## src/sbtp_pkg.sv

```systemverilog
// Shared types, sizes and constants of the sine basis tensor product block.
package sbtp_pkg;

  localparam int DIMS          = 2;
  localparam int BASIS_PER_DIM = 4;
  localparam int NREG          = 4;
  localparam int MAX_OUT       = 64;

  localparam int COORD_W = 24;
  localparam int HW_W    = 20;
  localparam int SINE_W  = 18;
  localparam int VALUE_W = 32;
  localparam int INDEX_W = 6;
  localparam int CFG_IDX_W = 2;

  localparam int DIM_W      = (DIMS > 1) ? $clog2(DIMS) : 1;
  localparam int J_W        = $clog2(BASIS_PER_DIM);
  localparam int SINE_DEPTH = DIMS * BASIS_PER_DIM;
  localparam int SINE_AW    = $clog2(SINE_DEPTH);

  function automatic int calc_total();
    int t;
    t = 1;
    for (int d = 0; d < DIMS; d++) begin
      if (t <= MAX_OUT) t = t * BASIS_PER_DIM;
    end
    if (t > MAX_OUT) t = MAX_OUT;
    return t;
  endfunction

  localparam int TOTAL = calc_total();

  // Register indexes of the configuration port.
  localparam logic [CFG_IDX_W-1:0] REG_HALF_WIDTH_DIM0 = 2'd0;
  localparam logic [CFG_IDX_W-1:0] REG_HALF_WIDTH_DIM1 = 2'd1;
  localparam logic [CFG_IDX_W-1:0] REG_HALF_WIDTH_DIM2 = 2'd2;
  localparam logic [CFG_IDX_W-1:0] REG_HALF_WIDTH_DIM3 = 2'd3;

  localparam logic [HW_W-1:0] HW_RESET = 20'd262144;

  // Odd sine polynomial in Q30, highest order first in the Horner chain.
  localparam logic [30:0] C1 = 31'd1686629713;
  localparam logic [30:0] C3 = 31'd693598668;
  localparam logic [30:0] C5 = 31'd85569306;
  localparam logic [30:0] C7 = 31'd5026995;
  localparam logic [30:0] C9 = 31'd172272;

  typedef struct packed {
    logic [COORD_W-1:0] coord;
    logic               last;
    logic [DIM_W-1:0]   dim;
  } entry_t;

  typedef logic [NREG-1:0][HW_W-1:0] widths_t;

endpackage

```

## src/sbtp_ram.sv

```systemverilog
// Generic single-write, single-read RAM with registered read data.
module sbtp_ram #(
  parameter int WIDTH = 8,
  parameter int DEPTH = 16
) (
  input  logic                     clk_i,
  input  logic                     we_i,
  input  logic [$clog2(DEPTH)-1:0] waddr_i,
  input  logic [WIDTH-1:0]         wdata_i,
  input  logic [$clog2(DEPTH)-1:0] raddr_i,
  output logic [WIDTH-1:0]         rdata_o
);

  logic [WIDTH-1:0] mem_q [DEPTH];

  always_ff @(posedge clk_i) begin
    if (we_i) begin
      mem_q[waddr_i] <= wdata_i;
    end
    rdata_o <= mem_q[raddr_i];
  end

endmodule

```

## src/sbtp_front.sv

```systemverilog
// Front end: accepts coordinate beats and tags each with its dimension.
module sbtp_front (
  input  logic                   clk_i,
  input  logic                   rst_ni,
  input  logic                   in_valid_i,
  output logic                   in_stall_o,
  input  logic [23:0]            coordinate_i,
  input  logic                   last_coordinate_i,
  input  logic                   full_i,
  output logic                   push_o,
  output sbtp_pkg::entry_t       entry_o
);
  import sbtp_pkg::*;

  logic [DIM_W-1:0] cur_dim_q, cur_dim_d;

  assign in_stall_o    = full_i;
  assign push_o        = in_valid_i & ~full_i;
  assign entry_o.coord = coordinate_i;
  assign entry_o.last  = last_coordinate_i;
  assign entry_o.dim   = cur_dim_q;

  always_comb begin
    cur_dim_d = cur_dim_q;
    if (push_o) begin
      if (last_coordinate_i) begin
        cur_dim_d = '0;
      end else if (cur_dim_q != DIM_W'(DIMS - 1)) begin
        cur_dim_d = cur_dim_q + 1'b1;
      end
    end
  end

  always_ff @(posedge clk_i or negedge rst_ni) begin
    if (!rst_ni) begin
      cur_dim_q <= '0;
    end else begin
      cur_dim_q <= cur_dim_d;
    end
  end

endmodule

```

## src/sbtp_queue.sv

```systemverilog
// Two-entry queue between the front end and the back end.
module sbtp_queue (
  input  logic             clk_i,
  input  logic             rst_ni,
  input  logic             push_i,
  input  sbtp_pkg::entry_t entry_i,
  output logic             full_o,
  output logic             valid_o,
  output sbtp_pkg::entry_t entry_o,
  input  logic             pop_i
);
  import sbtp_pkg::*;

  entry_t     slot_q [2];
  logic       wr_q, rd_q;
  logic [1:0] cnt_q;

  assign full_o  = (cnt_q == 2'd2);
  assign valid_o = (cnt_q != 2'd0);
  assign entry_o = slot_q[rd_q];

  always_ff @(posedge clk_i) begin
    if (push_i) begin
      slot_q[wr_q] <= entry_i;
    end
  end

  always_ff @(posedge clk_i or negedge rst_ni) begin
    if (!rst_ni) begin
      wr_q  <= 1'b0;
      rd_q  <= 1'b0;
      cnt_q <= 2'd0;
    end else begin
      if (push_i) wr_q <= ~wr_q;
      if (pop_i)  rd_q <= ~rd_q;
      cnt_q <= cnt_q + {1'b0, push_i} - {1'b0, pop_i};
    end
  end

endmodule

```

## src/sbtp_back.sv

```systemverilog
// Back end: division, sine evaluation, scale factors and product emission.
module sbtp_back (
  input  logic                  clk_i,
  input  logic                  rst_ni,
  input  logic                  q_valid_i,
  input  sbtp_pkg::entry_t      q_entry_i,
  output logic                  q_pop_o,
  input  sbtp_pkg::widths_t     widths_i,
  output logic                  out_valid_o,
  input  logic                  out_stall_i,
  output logic signed [31:0]    basis_value_o,
  output logic [5:0]            basis_index_o,
  output logic                  last_value_o,
  output logic                  saturated_o
);
  import sbtp_pkg::*;

  localparam logic [4:0] S_IDLE = 5'd0;
  localparam logic [4:0] S_DIV  = 5'd1;
  localparam logic [4:0] S_SQRT = 5'd2;
  localparam logic [4:0] S_S0   = 5'd3;
  localparam logic [4:0] S_S1   = 5'd4;
  localparam logic [4:0] S_S2   = 5'd5;
  localparam logic [4:0] S_S3   = 5'd6;
  localparam logic [4:0] S_S4   = 5'd7;
  localparam logic [4:0] S_S5   = 5'd8;
  localparam logic [4:0] S_S6   = 5'd9;
  localparam logic [4:0] S_ERD  = 5'd10;
  localparam logic [4:0] S_EPRD = 5'd11;
  localparam logic [4:0] S_EACC = 5'd12;
  localparam logic [4:0] S_ERND = 5'd13;
  localparam logic [4:0] S_GLO  = 5'd14;
  localparam logic [4:0] S_GHI  = 5'd15;
  localparam logic [4:0] S_GSUM = 5'd16;
  localparam logic [4:0] S_EOUT = 5'd17;

  localparam logic [38:0] CLAMP_MAG = 39'h40_0000_0000;

  // Control state.
  logic [4:0]       state_q, state_d;
  logic [5:0]       cnt_q, cnt_d;
  logic             gmode_q, gmode_d;
  logic [DIM_W-1:0] dd_q, dd_d;
  logic [J_W-1:0]   j_q, j_d;
  logic [5:0]       idx_q, idx_d;
  logic [J_W-1:0]   jd_q [DIMS];
  logic [J_W-1:0]   jd_d [DIMS];
  logic             out_valid_q, out_valid_d;

  // Data path.
  logic [DIM_W-1:0] dim_q, dim_d;
  logic             last_q, last_d;
  logic             nneg_q, nneg_d;
  logic [48:0]      div_n_q, div_n_d;
  logic [19:0]      div_r_q, div_r_d;
  logic [48:0]      div_o_q, div_o_d;
  logic [19:0]      div_l_q, div_l_d;
  logic [49:0]      sq_v_q, sq_v_d, sq_r_q, sq_r_d, sq_b_q, sq_b_d;
  logic [25:0]      u_q, u_d, qph_q, qph_d;
  logic [30:0]      w_q, w_d;
  logic [61:0]      p_q, t_q, t_d;
  logic [38:0]      a_q, a_d;
  logic             neg_q, neg_d;
  logic [24:0]      g_q [DIMS];
  logic [24:0]      g_d [DIMS];
  logic signed [31:0] val_q, val_d;
  logic [5:0]       oidx_q, oidx_d;
  logic             olast_q, olast_d, osat_q, osat_d;

  // Shared multiplier.
  logic [30:0] mul_a, mul_b;
  logic [61:0] prod;
  assign prod = 62'(mul_a) * 62'(mul_b);

  // Sine store.
  logic                ram_we;
  logic [SINE_AW-1:0]  ram_waddr, ram_raddr;
  logic [SINE_W-1:0]   ram_wdata, ram_rdata;

  sbtp_ram #(.WIDTH(SINE_W), .DEPTH(SINE_DEPTH)) u_sines (
    .clk_i   (clk_i),
    .we_i    (ram_we),
    .waddr_i (ram_waddr),
    .wdata_i (ram_wdata),
    .raddr_i (ram_raddr),
    .rdata_o (ram_rdata)
  );

  // Divider step.
  logic [20:0] div_sh;
  logic        div_ge;
  logic [19:0] div_rn;
  logic [48:0] div_on;
  assign div_sh = {div_r_q, div_n_q[48]};
  assign div_ge = div_sh >= {1'b0, div_l_q};
  assign div_rn = div_ge ? 20'(div_sh - {1'b0, div_l_q}) : div_sh[19:0];
  assign div_on = {div_o_q[47:0], div_ge};

  // Square root step.
  logic [49:0] sq_t;
  logic        sq_ge;
  logic [49:0] sq_rn;
  assign sq_t  = sq_r_q + sq_b_q;
  assign sq_ge = sq_v_q >= sq_t;
  assign sq_rn = sq_ge ? ((sq_r_q >> 1) + sq_b_q) : (sq_r_q >> 1);

  // Phase to folded argument.
  logic [24:0] z;
  logic [30:0] z30;
  assign z   = u_q[24] ? (25'h100_0000 - {1'b0, u_q[23:0]}) : {1'b0, u_q[23:0]};
  assign z30 = {z, 6'b0};

  logic [30:0] w_new, horner;
  assign w_new = p_q[60:30];

  // Sine rounding.
  logic [32:0] s_rnd;
  logic [18:0] s_mag19;
  logic [16:0] s_mag;
  assign s_rnd   = {1'b0, p_q[61:30]} + 33'd8192;
  assign s_mag19 = s_rnd[32:14];
  assign s_mag   = (s_mag19 > 19'd65536) ? 17'd65536 : s_mag19[16:0];

  // Coordinate front arithmetic.
  logic [HW_W-1:0] l_in;
  logic [24:0]     n_sum, n_abs;
  assign l_in  = widths_i[CFG_IDX_W'(q_entry_i.dim)];
  assign n_sum = {q_entry_i.coord[23], q_entry_i.coord} + {5'b0, l_in};
  assign n_abs = n_sum[24] ? (~n_sum + 25'd1) : n_sum;

  // Emission helpers.
  logic [16:0] e_mag;
  logic        e_sgn;
  logic [17:0] e_neg;
  assign e_sgn = ram_rdata[17];
  assign e_neg = ~ram_rdata + 18'd1;
  assign e_mag = e_sgn ? e_neg[16:0] : ram_rdata[16:0];

  logic [62:0] acc_rnd;
  assign acc_rnd = {1'b0, p_q} + 63'd32768;

  logic [63:0] g_full, g_rnd;
  assign g_full = {2'b0, t_q} + ({2'b0, p_q} << 20);
  assign g_rnd  = (g_full + 64'd32768) >> 16;

  logic [38:0] lim;
  logic        lim_over;
  assign lim      = neg_q ? 39'h00_8000_0000 : 39'h00_7FFF_FFFF;
  assign lim_over = a_q > lim;

  logic load_out;
  assign load_out = (state_q == S_EOUT) & (~out_valid_q | ~out_stall_i);

  logic dd_last;
  assign dd_last = (dd_q == DIM_W'(DIMS - 1));

  always_comb begin
    logic        carry;
    logic [38:0] mag;
    state_d = state_q;  cnt_d = cnt_q;   gmode_d = gmode_q; dd_d = dd_q;
    j_d = j_q;          idx_d = idx_q;   jd_d = jd_q;       dim_d = dim_q;
    last_d = last_q;    nneg_d = nneg_q; div_n_d = div_n_q; div_r_d = div_r_q;
    div_o_d = div_o_q;  div_l_d = div_l_q;
    sq_v_d = sq_v_q;    sq_r_d = sq_r_q; sq_b_d = sq_b_q;
    u_d = u_q;          qph_d = qph_q;   w_d = w_q;         t_d = t_q;
    a_d = a_q;          neg_d = neg_q;   g_d = g_q;
    val_d = val_q;      oidx_d = oidx_q; olast_d = olast_q; osat_d = osat_q;
    mul_a = '0;         mul_b = '0;
    ram_we = 1'b0;
    ram_waddr = SINE_AW'(int'(dim_q) * BASIS_PER_DIM + int'(j_q));
    ram_raddr = SINE_AW'(int'(dd_q) * BASIS_PER_DIM + int'(jd_q[dd_q]));
    ram_wdata = u_q[25] ? 18'(~{1'b0, s_mag} + 18'd1) : {1'b0, s_mag};
    horner = '0;
    mag = '0;
    carry = 1'b0;
    q_pop_o = 1'b0;
    out_valid_d = out_valid_q & out_stall_i;

    case (state_q)
      S_IDLE: begin
        if (q_valid_i) begin
          q_pop_o = 1'b1;
          dim_d   = q_entry_i.dim;
          last_d  = q_entry_i.last;
          nneg_d  = n_sum[24];
          div_n_d = {1'b0, n_abs[23:0], 24'b0};
          div_r_d = '0;
          div_o_d = '0;
          div_l_d = l_in;
          gmode_d = 1'b0;
          cnt_d   = 6'd48;
          state_d = S_DIV;
        end
      end
      S_DIV: begin
        div_n_d = {div_n_q[47:0], 1'b0};
        div_r_d = div_rn;
        div_o_d = div_on;
        cnt_d   = cnt_q - 6'd1;
        if (cnt_q == 6'd0) begin
          if (gmode_q) begin
            sq_v_d  = {1'b0, div_on};
            sq_r_d  = '0;
            sq_b_d  = 50'h1_0000_0000_0000;
            cnt_d   = 6'd24;
            state_d = S_SQRT;
          end else begin
            // Floor division: a negative quotient with a remainder steps down.
            qph_d = nneg_q ? 26'(~div_on[25:0] + 26'd1 - {25'b0, div_rn != 20'd0})
                           : div_on[25:0];
            u_d     = nneg_q ? 26'(~div_on[25:0] + 26'd1 - {25'b0, div_rn != 20'd0})
                             : div_on[25:0];
            j_d     = '0;
            state_d = S_S0;
          end
        end
      end
      S_SQRT: begin
        if (sq_ge) sq_v_d = sq_v_q - sq_t;
        sq_r_d = sq_rn;
        sq_b_d = sq_b_q >> 2;
        cnt_d  = cnt_q - 6'd1;
        if (cnt_q == 6'd0) begin
          g_d[dd_q] = sq_rn[24:0];
          if (dd_last) begin
            dd_d    = '0;
            idx_d   = '0;
            for (int d = 0; d < DIMS; d++) jd_d[d] = '0;
            state_d = S_ERD;
          end else begin
            dd_d    = dd_q + 1'b1;
            div_n_d = 49'h1_0000_0000_0000;
            div_r_d = '0;
            div_o_d = '0;
            div_l_d = widths_i[CFG_IDX_W'(dd_q + 1'b1)];
            cnt_d   = 6'd48;
            state_d = S_DIV;
          end
        end
      end
      S_S0: begin
        mul_a = z30; mul_b = z30;
        state_d = S_S1;
      end
      S_S1: begin
        w_d = w_new;
        mul_a = C9; mul_b = w_new;
        state_d = S_S2;
      end
      S_S2: begin
        horner = C7 - p_q[60:30];
        mul_a = horner; mul_b = w_q;
        state_d = S_S3;
      end
      S_S3: begin
        horner = C5 - p_q[60:30];
        mul_a = horner; mul_b = w_q;
        state_d = S_S4;
      end
      S_S4: begin
        horner = C3 - p_q[60:30];
        mul_a = horner; mul_b = w_q;
        state_d = S_S5;
      end
      S_S5: begin
        horner = C1 - p_q[60:30];
        mul_a = horner; mul_b = z30;
        state_d = S_S6;
      end
      S_S6: begin
        ram_we = 1'b1;
        if (j_q == J_W'(BASIS_PER_DIM - 1)) begin
          if (last_q) begin
            dd_d    = '0;
            gmode_d = 1'b1;
            div_n_d = 49'h1_0000_0000_0000;
            div_r_d = '0;
            div_o_d = '0;
            div_l_d = widths_i[CFG_IDX_W'(0)];
            cnt_d   = 6'd48;
            state_d = S_DIV;
          end else begin
            state_d = S_IDLE;
          end
        end else begin
          j_d     = j_q + 1'b1;
          u_d     = u_q + qph_q;
          state_d = S_S0;
        end
      end
      S_ERD: begin
        state_d = S_EPRD;
      end
      S_EPRD: begin
        neg_d = (dd_q == '0) ? e_sgn : (neg_q ^ e_sgn);
        if (dd_q == '0) begin
          a_d = {8'b0, e_mag, 14'b0};
          if (dd_last) begin
            state_d = S_ERND;
          end else begin
            dd_d    = dd_q + 1'b1;
            state_d = S_ERD;
          end
        end else begin
          mul_a = a_q[30:0]; mul_b = {14'b0, e_mag};
          state_d = S_EACC;
        end
      end
      S_EACC: begin
        a_d = acc_rnd[54:16];
        if (dd_last) begin
          state_d = S_ERND;
        end else begin
          dd_d    = dd_q + 1'b1;
          state_d = S_ERD;
        end
      end
      S_ERND: begin
        a_d     = (a_q + 39'd2) >> 2;
        dd_d    = '0;
        state_d = S_GLO;
      end
      S_GLO: begin
        mul_a = {11'b0, a_q[19:0]}; mul_b = {6'b0, g_q[dd_q]};
        state_d = S_GHI;
      end
      S_GHI: begin
        t_d = p_q;
        mul_a = {12'b0, a_q[38:20]}; mul_b = {6'b0, g_q[dd_q]};
        state_d = S_GSUM;
      end
      S_GSUM: begin
        a_d = (g_rnd > 64'(CLAMP_MAG)) ? CLAMP_MAG : g_rnd[38:0];
        if (dd_last) begin
          state_d = S_EOUT;
        end else begin
          dd_d    = dd_q + 1'b1;
          state_d = S_GLO;
        end
      end
      S_EOUT: begin
        if (load_out) begin
          mag         = lim_over ? lim : a_q;
          val_d       = neg_q ? 32'(~mag + 39'd1) : mag[31:0];
          osat_d      = lim_over;
          oidx_d      = idx_q;
          olast_d     = (idx_q == 6'(TOTAL - 1));
          out_valid_d = 1'b1;
          if (idx_q == 6'(TOTAL - 1)) begin
            state_d = S_IDLE;
          end else begin
            idx_d = idx_q + 6'd1;
            carry = 1'b1;
            for (int d = 0; d < DIMS; d++) begin
              if (carry) begin
                if (jd_q[d] == J_W'(BASIS_PER_DIM - 1)) begin
                  jd_d[d] = '0;
                end else begin
                  jd_d[d] = jd_q[d] + 1'b1;
                  carry   = 1'b0;
                end
              end
            end
            dd_d    = '0;
            state_d = S_ERD;
          end
        end
      end
      default: begin
        state_d = S_IDLE;
      end
    endcase
  end

  always_ff @(posedge clk_i or negedge rst_ni) begin
    if (!rst_ni) begin
      state_q     <= S_IDLE;
      cnt_q       <= '0;
      gmode_q     <= 1'b0;
      dd_q        <= '0;
      j_q         <= '0;
      idx_q       <= '0;
      out_valid_q <= 1'b0;
      for (int d = 0; d < DIMS; d++) jd_q[d] <= '0;
    end else begin
      state_q     <= state_d;
      cnt_q       <= cnt_d;
      gmode_q     <= gmode_d;
      dd_q        <= dd_d;
      j_q         <= j_d;
      idx_q       <= idx_d;
      out_valid_q <= out_valid_d;
      jd_q        <= jd_d;
    end
  end

  always_ff @(posedge clk_i) begin
    dim_q   <= dim_d;   last_q  <= last_d;  nneg_q  <= nneg_d;
    div_n_q <= div_n_d; div_r_q <= div_r_d; div_o_q <= div_o_d; div_l_q <= div_l_d;
    sq_v_q  <= sq_v_d;  sq_r_q  <= sq_r_d;  sq_b_q  <= sq_b_d;
    u_q     <= u_d;     qph_q   <= qph_d;   w_q     <= w_d;
    p_q     <= prod;    t_q     <= t_d;     a_q     <= a_d;     neg_q <= neg_d;
    g_q     <= g_d;
    val_q   <= val_d;   oidx_q  <= oidx_d;  olast_q <= olast_d; osat_q <= osat_d;
  end

  assign out_valid_o   = out_valid_q;
  assign basis_value_o = val_q;
  assign basis_index_o = oidx_q;
  assign last_value_o  = olast_q;
  assign saturated_o   = osat_q;

endmodule

```

## src/sine_basis_tensor_product.sv

```systemverilog
// Top level of the sine basis tensor product block: configuration and wiring.
//
//   channel   direction  handshake                  payload
//   input     in         in_valid_i / in_stall_o    coordinate_i, last_coordinate_i
//   output    out        out_valid_o / out_stall_i  basis_value_o, basis_index_o,
//                                                   last_value_o, saturated_o
//   config    in         cfg_we_i                   cfg_index_i, cfg_data_i
//
// Each coordinate beat is taken from the queue, divided in the bit-serial
// divider and then gets one sine per basis function on the shared multiplier.
// A last coordinate then adds the 1/sqrt(L) scale factors (divider and square
// root) for each dimension and then emits the results, holding while the
// output is stalled.
// Reset is asynchronous and active low; the sine store needs no clearing.
// A two-beat queue lets the input side run ahead of the back end, and the
// output register holds a result under stall while nothing else is lost.
module sine_basis_tensor_product (
  input  logic               clk_i,
  input  logic               rst_ni,
  input  logic               in_valid_i,
  output logic               in_stall_o,
  input  logic signed [23:0] coordinate_i,
  input  logic               last_coordinate_i,
  output logic               out_valid_o,
  input  logic               out_stall_i,
  output logic signed [31:0] basis_value_o,
  output logic [5:0]         basis_index_o,
  output logic               last_value_o,
  output logic               saturated_o,
  input  logic               cfg_we_i,
  input  logic [1:0]         cfg_index_i,
  input  logic [19:0]        cfg_data_i
);
  import sbtp_pkg::*;

  // Half-width registers, one for each dimension slot.
  logic [NREG-1:0][HW_W-1:0] hw_q;
  widths_t                   widths;

  always_ff @(posedge clk_i or negedge rst_ni) begin
    if (!rst_ni) begin
      for (int i = 0; i < NREG; i++) hw_q[i] <= HW_RESET;
    end else if (cfg_we_i) begin
      case (cfg_index_i)
        REG_HALF_WIDTH_DIM0: hw_q[0] <= cfg_data_i;
        REG_HALF_WIDTH_DIM1: hw_q[1] <= cfg_data_i;
        REG_HALF_WIDTH_DIM2: hw_q[2] <= cfg_data_i;
        REG_HALF_WIDTH_DIM3: hw_q[3] <= cfg_data_i;
        default: ;
      endcase
    end
  end

  // A zero half-width behaves as the smallest step, one LSB.
  always_comb begin
    for (int i = 0; i < NREG; i++) begin
      widths[i] = (hw_q[i] == '0) ? HW_W'(1) : hw_q[i];
    end
  end

  logic   push, full, q_valid, q_pop;
  entry_t f_entry, q_entry;

  sbtp_front u_front (
    .clk_i             (clk_i),
    .rst_ni            (rst_ni),
    .in_valid_i        (in_valid_i),
    .in_stall_o        (in_stall_o),
    .coordinate_i      (coordinate_i),
    .last_coordinate_i (last_coordinate_i),
    .full_i            (full),
    .push_o            (push),
    .entry_o           (f_entry)
  );

  sbtp_queue u_queue (
    .clk_i   (clk_i),
    .rst_ni  (rst_ni),
    .push_i  (push),
    .entry_i (f_entry),
    .full_o  (full),
    .valid_o (q_valid),
    .entry_o (q_entry),
    .pop_i   (q_pop)
  );

  sbtp_back u_back (
    .clk_i         (clk_i),
    .rst_ni        (rst_ni),
    .q_valid_i     (q_valid),
    .q_entry_i     (q_entry),
    .q_pop_o       (q_pop),
    .widths_i      (widths),
    .out_valid_o   (out_valid_o),
    .out_stall_i   (out_stall_i),
    .basis_value_o (basis_value_o),
    .basis_index_o (basis_index_o),
    .last_value_o  (last_value_o),
    .saturated_o   (saturated_o)
  );

endmodule

```

## config.mk

```make
export PLATFORM = sky130hd
export DESIGN_NAME = sine_basis_tensor_product
export DESIGN_NICKNAME = d
export VERILOG_FILES = /design/src/sbtp_pkg.sv /design/src/sbtp_ram.sv /design/src/sbtp_front.sv /design/src/sbtp_queue.sv /design/src/sbtp_back.sv /design/src/sine_basis_tensor_product.sv
export SDC_FILE = /design/constraint.sdc
export NUM_CORES = 2
export LEC_CHECK = 0
export ABC_AREA = 1
export BUFFER_PORTS_ARGS = -buffer_cell sky130_fd_sc_hd__buf_2
export CAP_MARGIN = 30
export CORE_AREA = 2 2 417 419
export CTS_CLUSTER_SIZE = 30
export DETAILED_ROUTE_END_ITERATION = 6
export DIE_AREA = 0 0 419 421
export PLACE_DENSITY = 0.71
export SLEW_MARGIN = 20
export SYNTH_ARGS = -nofsm -noshare
export SYNTH_HDL_FRONTEND = slang
export SYNTH_HIERARCHICAL = 1
export SYNTH_SLANG_ARGS = --single-unit
```

## constraint.sdc

```tcl
create_clock -name clk_i -period 19.1 [get_ports clk_i]
set_input_delay 3.82 -clock clk_i [delete_from_list [all_inputs] [get_ports clk_i]]
set_output_delay 3.82 -clock clk_i [all_outputs]
set_load 0.01 [all_outputs]
```

### Word-level counts from Yosys, hierarchy flattened

Memory sizes are Yosys's and may differ from the RTL's. A register that Yosys moved wholly into a read port is not among the register bits.
Cells that the tools add are included.

| operators by class | value |
|---|---|
| $add $sub $neg | 34 |
| multipliers | 1 |
| $lt $le $gt $ge | 9 |
| equal/unequal tests | 40 |
| multiplexer cells | 139 |
| bitwise operators | 17 |
| reduce and logical (&&, ||, !) cells | 42 |

Operators with widths:

| operator | count |
|---|---|
| $mux 50 | 8 |
| $mux 20 | 18 |
| $pmux 50 s2 | 3 |
| $pmux 31 s9 | 1 |
| $mux 49 | 5 |
| $mux 48 | 5 |
| $pmux 49 s4 | 1 |
| $pmux 48 s4 | 1 |
| $pmux 39 s4 | 1 |
| $pmux 31 s5 | 1 |
| $mux 25 | 5 |
| $mux 26 | 4 |
| $mux 32 | 3 |
| $pmux 5 s18 | 1 |
| $logic_not 20->1 | 4 |
| $pmux 20 s4 | 1 |
| $mux 39 | 2 |
| $mux 6 | 11 |
| $add 62x64->64 | 1 |
| $add 64x16->64 const B | 1 |
| $mul 31x31->62 | 1 |
| $pmux 20 s3 | 1 |
| $add 55x16->55 const B | 1 |
| $pmux 26 s2 | 1 |
| other kinds (90) | 201 |

| storage, ports and cells | value |
|---|---|
| flip-flop bits (word level) | 738 |
| RAM bits | 196 |
| input bits | 52 |
| output and inout bits | 42 |
| word-level logic and storage cells | 324 |
| memories kept | 2 |

Memories:

| memory | words | bits a word | rd ports | clocked after memory_dff | wr ports | line | text |
|---|---|---|---|---|---|---|---|
| u_back.u_sines.mem_q | 8 | 18 | 1 | 1 | 1 | sbtp_ram.sv:14 | `logic [WIDTH-1:0] mem_q [DEPTH];` |
| u_queue.slot_q | 2 | 26 | 1 | 0 | 1 | sbtp_queue.sv:14 | `entry_t slot_q [2];` |

### Logic depth before layout (Yosys ltp)

| depth | value |
|---|---|
| word-level depth | 10 |
| gate-level depth with buffers | 54 |
| gate-level depth less buffers | 53 |

### By module

Netlist, hierarchy kept.

Modules (own cells, without submodules):

| module | times used | cells each | area each (µm²) | sequential area each (µm²) |
|---|---|---|---|---|
| sbtp_back | 1 | 10964 | 81196.6 | 16936.2 |
| sbtp_ram | 1 | 657 | 6737.7 | 4684.5 |
| sine_basis_tensor_product | 1 | 438 | 3490.8 | 2006.9 |
| sbtp_queue | 1 | 161 | 2252.2 | 1661.6 |
| sbtp_front | 1 | 35 | 257.7 | 25.0 |

### Least setup slack after synthesis

Ideal clock, no wire load.

| timing | value |
|---|---|
| path type | register -> register |
| start point | register u_back.state_q[4] |
| end point | register u_back.p_q[51] |
| setup time | 127 ps |
| arrival time | 9399 ps |
| data required time | 18973 ps |
| slack | 9574 ps |
| cell stages (with the launch flop) | 43 |
| buffers on the path | 1 |
| clock period less this slack | 9526 ps |
| path through | dfrtp_1 > nor2_1 > inv_2 > nor2_1 > inv_2 > nor2_1 > inv_1 > ha_1 > nand3_1 > nand3_1 > a21oi_2 > inv_1 > a21oi_1 > o21ai_0 > o21ai_0 > a21oi_1 > nor3_4 > clkbuf_1 > [7 not listed] > fa_1 > inv_1 > fa_1 > fa_1 > fa_1 > inv_1 > fa_1 > inv_1 > ha_1 > a21o_1 > a31oi_1 > o21ai_0 > o21bai_1 > a21oi_1 > o21bai_1 > a21oi_1 > o21ai_0 > xor2_1 |

| on the way | value |
|---|---|
| cells in the longest elaborated chain, start to end | 4 |
| elaborated cells on any way between the ends | 15 |

RTL lines:

| element | line | text |
|---|---|---|
| from (decl) | sbtp_back.sv:40 | `logic [4:0] state_q, state_d;` |
| from (signal assigned) | sbtp_back.sv:386 | `state_q <= state_d;` |
| $eq 5x3->1, or another cell as far along | sbtp_back.sv:179 | `case (state_q)` |
| $reduce_or 3->1 (no line) or $reduce_or 2->1 (tied branches) | - |  |
| $pmux 31 s5 | sbtp_back.sv:179 |  |
| $mul 31x31->62 (*) | sbtp_back.sv:73 | `assign prod = 62'(mul_a) * 62'(mul_b);` |
| named net u_back.prod[51] | sbtp_back.sv:72 | `logic [61:0] prod;` |
| to (signal assigned) | sbtp_back.sv:402 | `p_q <= prod; t_q <= t_d; a_q <= a_d; neg_q <= neg_d;` |
| to (decl) | sbtp_back.sv:61 | `logic [61:0] p_q, t_q, t_d;` |

Mark *: on every way through the listed nets, which the timed path passes. The rest lies on a longest branch.
A chain may end at the register's enable or synchronous reset.

### Final worst setup path

| timing | value |
|---|---|
| start point | register u_back.state_q[1] |
| end point | register u_back.p_q[46] |

Same word-level chain as after synthesis.

==> key figures <==
Timing
  – Hold Violations, Final: 0
  – F_max: 87.2 MHz
  – Rel. slew slack: between 20% and 30%
  – Slew Limit Fails: 0
  – Setup TNS: 0 ns
  – Tmin final: between 10 and 15 ns
  – RSZ-0062 raised after global routing: no
  – Clk_skew: just over 0.05 ns
  – Crit share post-route: about three fifths
  – Final setup viols: 0
  – Actual slew at the worst max-slew pin: between 1 and 1.5 ns

GRT
  – Initial antenna violation count: 9
  – Pin count of the biggest net entering global routing: 74
  – GRT Total Usage: between 30% and 40%
  – First-pass GRT wire length: approximately 510 mm
  – Vias in the first global route: between 80000 and 90000
  – Gr ovfl total: 0

Clock network
  – Insertion delay to the later sink of the worst-skew pair: ~0.77 ns
  – Root Buffer: clkbuf_16
  – Num CTS Buffers: a little over 100
  – CTS Buffer Depth: 3
  – H-tree depth: 3
  – Post_cts resized: 0
  – Clock slew at reported path FFs: ~0.060 ns
  – CTS Hold Bufs: 0
  – Post-CTS Setup Inserts: 0
  – CTS Sinks: between 800 and 900
  – CTS tree: yes

Drt
  – Via count: about 84000
  – DRT iter0 DRCs: 8189
  – Residual DRC: 0
  – First-pass DRT Iterations: 7
  – Via-to-Cell Ratio: about 5.8
  – Wire length per cell: 23.1 um
  – DRT antenna net count: 0
  – Final WL: about 330 mm

Logic synthesis
  – Gate Count Post-Synth: around 12000
  – Net Count, Synth: about 14000
  – Syn Area/Cell: 7.66 sq um
  – Synth warnings: 6
  – Syn Std Cell Area: ~93000 sq um

Critical path
  – CP max stage cell: nor2_2
  – Critical Path Sink Type: register
  – Critical Path AT: around 12 ns
  – Crit Path Max Fanout: 16
  – Worst path max stage delay: about 0.8 ns
  – Critical path class: reg2reg
  – R2r endpoint: u_back/p_q[46]
  – CP startpoint: u_back/state_q[1]
  – Cell mode on critical path: nand2_1
  – CP required: 19.75 ns
  – Crit Reg-Reg Startpoint: u_back/state_q[1]
  – Reg2Reg Setup Slack: approximately 7.6 ns
  – FF-to-FF path depth: 53
  – CP Launch Type: register

Worst hold path
  – Worst Hold Path EP: u_queue/slot_q[1][0]
  – HP Class: reg2reg
  – Hold wc startpoint: u_front/cur_dim_q
  – Hold Path Cell Cnt: 0

Cells and area
  – Layout Utilization: 57.6%
  – Most frequent cells in the layout: nand2_1 (2960), inv_1 (2172), nor2_1 (1237)
  – Commonest non-fill, non-tap cell in the layout: nand2_1
  – Layout cell share with drive strength beyond 1: ~6.0%
  – # nets final: roughly 14000
  – Area delta synth->final: 6.75%

Die
  – Core Box Area: 172000 sq um
  – Die extent in x: approximately 420 um
  – Ports: 94
  – Die Area: 176000 sq um
  – Die extent in y: 421 um
  – Initial Utilization: a little over half
  – Row cnt: between 150 and 200

Placement
  – HPWL Detailed: 259 mm
  – RePlAce Congestion: 1.04
  – Port bufs: 93

Job
  – Max Cap Viol: 0

Run status
  – Status: finished, final reports clean
## metal layers
metal	track usage, %	part of all wire, %	vias up
met4	20.8	6.6	12
met5	0	0.022	-
met2	61.1	46	3963
met1	47.6	39	40384
met3	7.76	8.8	1024
li1	-	-	38259
## per-stage QoR
| step | area [sq um] | worst slack (ns) | hold WS (ns) | instances |
|---|---|---|---|---|
| global route | 99400 | 6.88 | 0.493 | 14494 |
| global placement | 95600 | 7.02 | 0.462 | 14291 |
| CTS | 99300 | 7.60 | 0.477 | 14488 |
| finish | 99400 | 7.63 | 0.481 | 14498 |
| floorplan | 93100 | 9.57 | 0.408 | 12151 |
| detailed placement | 95700 | 7.65 | 0.474 | 14299 |
## state kept, by name, indices dropped and copies added, names as in the netlist, 4 cells and up
signal	flops
u_back/u_sines/rdata_o	18
u_back/qph_q	26
u_back/t_q	47
u_back/w_q	31
u_back/a_q	39
u_back/cnt_q	6
u_back/div_n_q	25
u_queue/slot_q	52
u_back/div_o_q	48
u_back/div_r_q	20
u_back/u_sines/mem_q	144
u_back/sq_b_q	25
u_back/idx_q	6
u_back/p_q	62
u_back/sq_r_q	50
u_back/basis_value_o	32
u_back/state_q	5
hw_q	60
u_back/sq_v_q	50
u_back/g_q	50
u_back/u_q	26
u_back/jd_q	4
u_back/basis_index_o	6
u_back/div_l_q	20
## how the worst max path moves through the flow
stage                     cells after the start  slack, ns             end
after floorplan                              42       9.57  u_back/p_q[51]
final                                        53       7.63  u_back/p_q[46]
after global routing                         49       6.88  u_back/p_q[44]
after detailed placement                     51       7.65  u_back/p_q[46]
after CTS                                    52       7.60  u_back/p_q[46]
after global placement                       51       7.02  u_back/p_q[46]
## layout make-up
type | count | area [sq um]
sequential | 868 | 24800
fill | 16103 | 73100
antenna | 4 | 10.0
tap | 2325 | 2910
clock buffer | 127 | 2720
clock inverter | 62 | 801
timing repair buffer | 262 | 1860
inverter | 2279 | 8560
multi-input combinational | 8571 | 57700
## worst max-delay path, delay by kind of cell (launching register included)
family | cells | cell delay (ns)
AO/OA/AOI/OAI | 8 | 1.36
XOR/XNOR | 1 | 0.12
adder cells (fa/ha/maj) | 10 | 4.80
buffers and inverters | 14 | 1.82
flip-flops | 1 | 0.39
AND/OR/NAND/NOR | 20 | 2.80
Power is left out: the tool's default activity adds up to more than one toggle a clock period on the data nets, which glitch-free logic cannot reach.
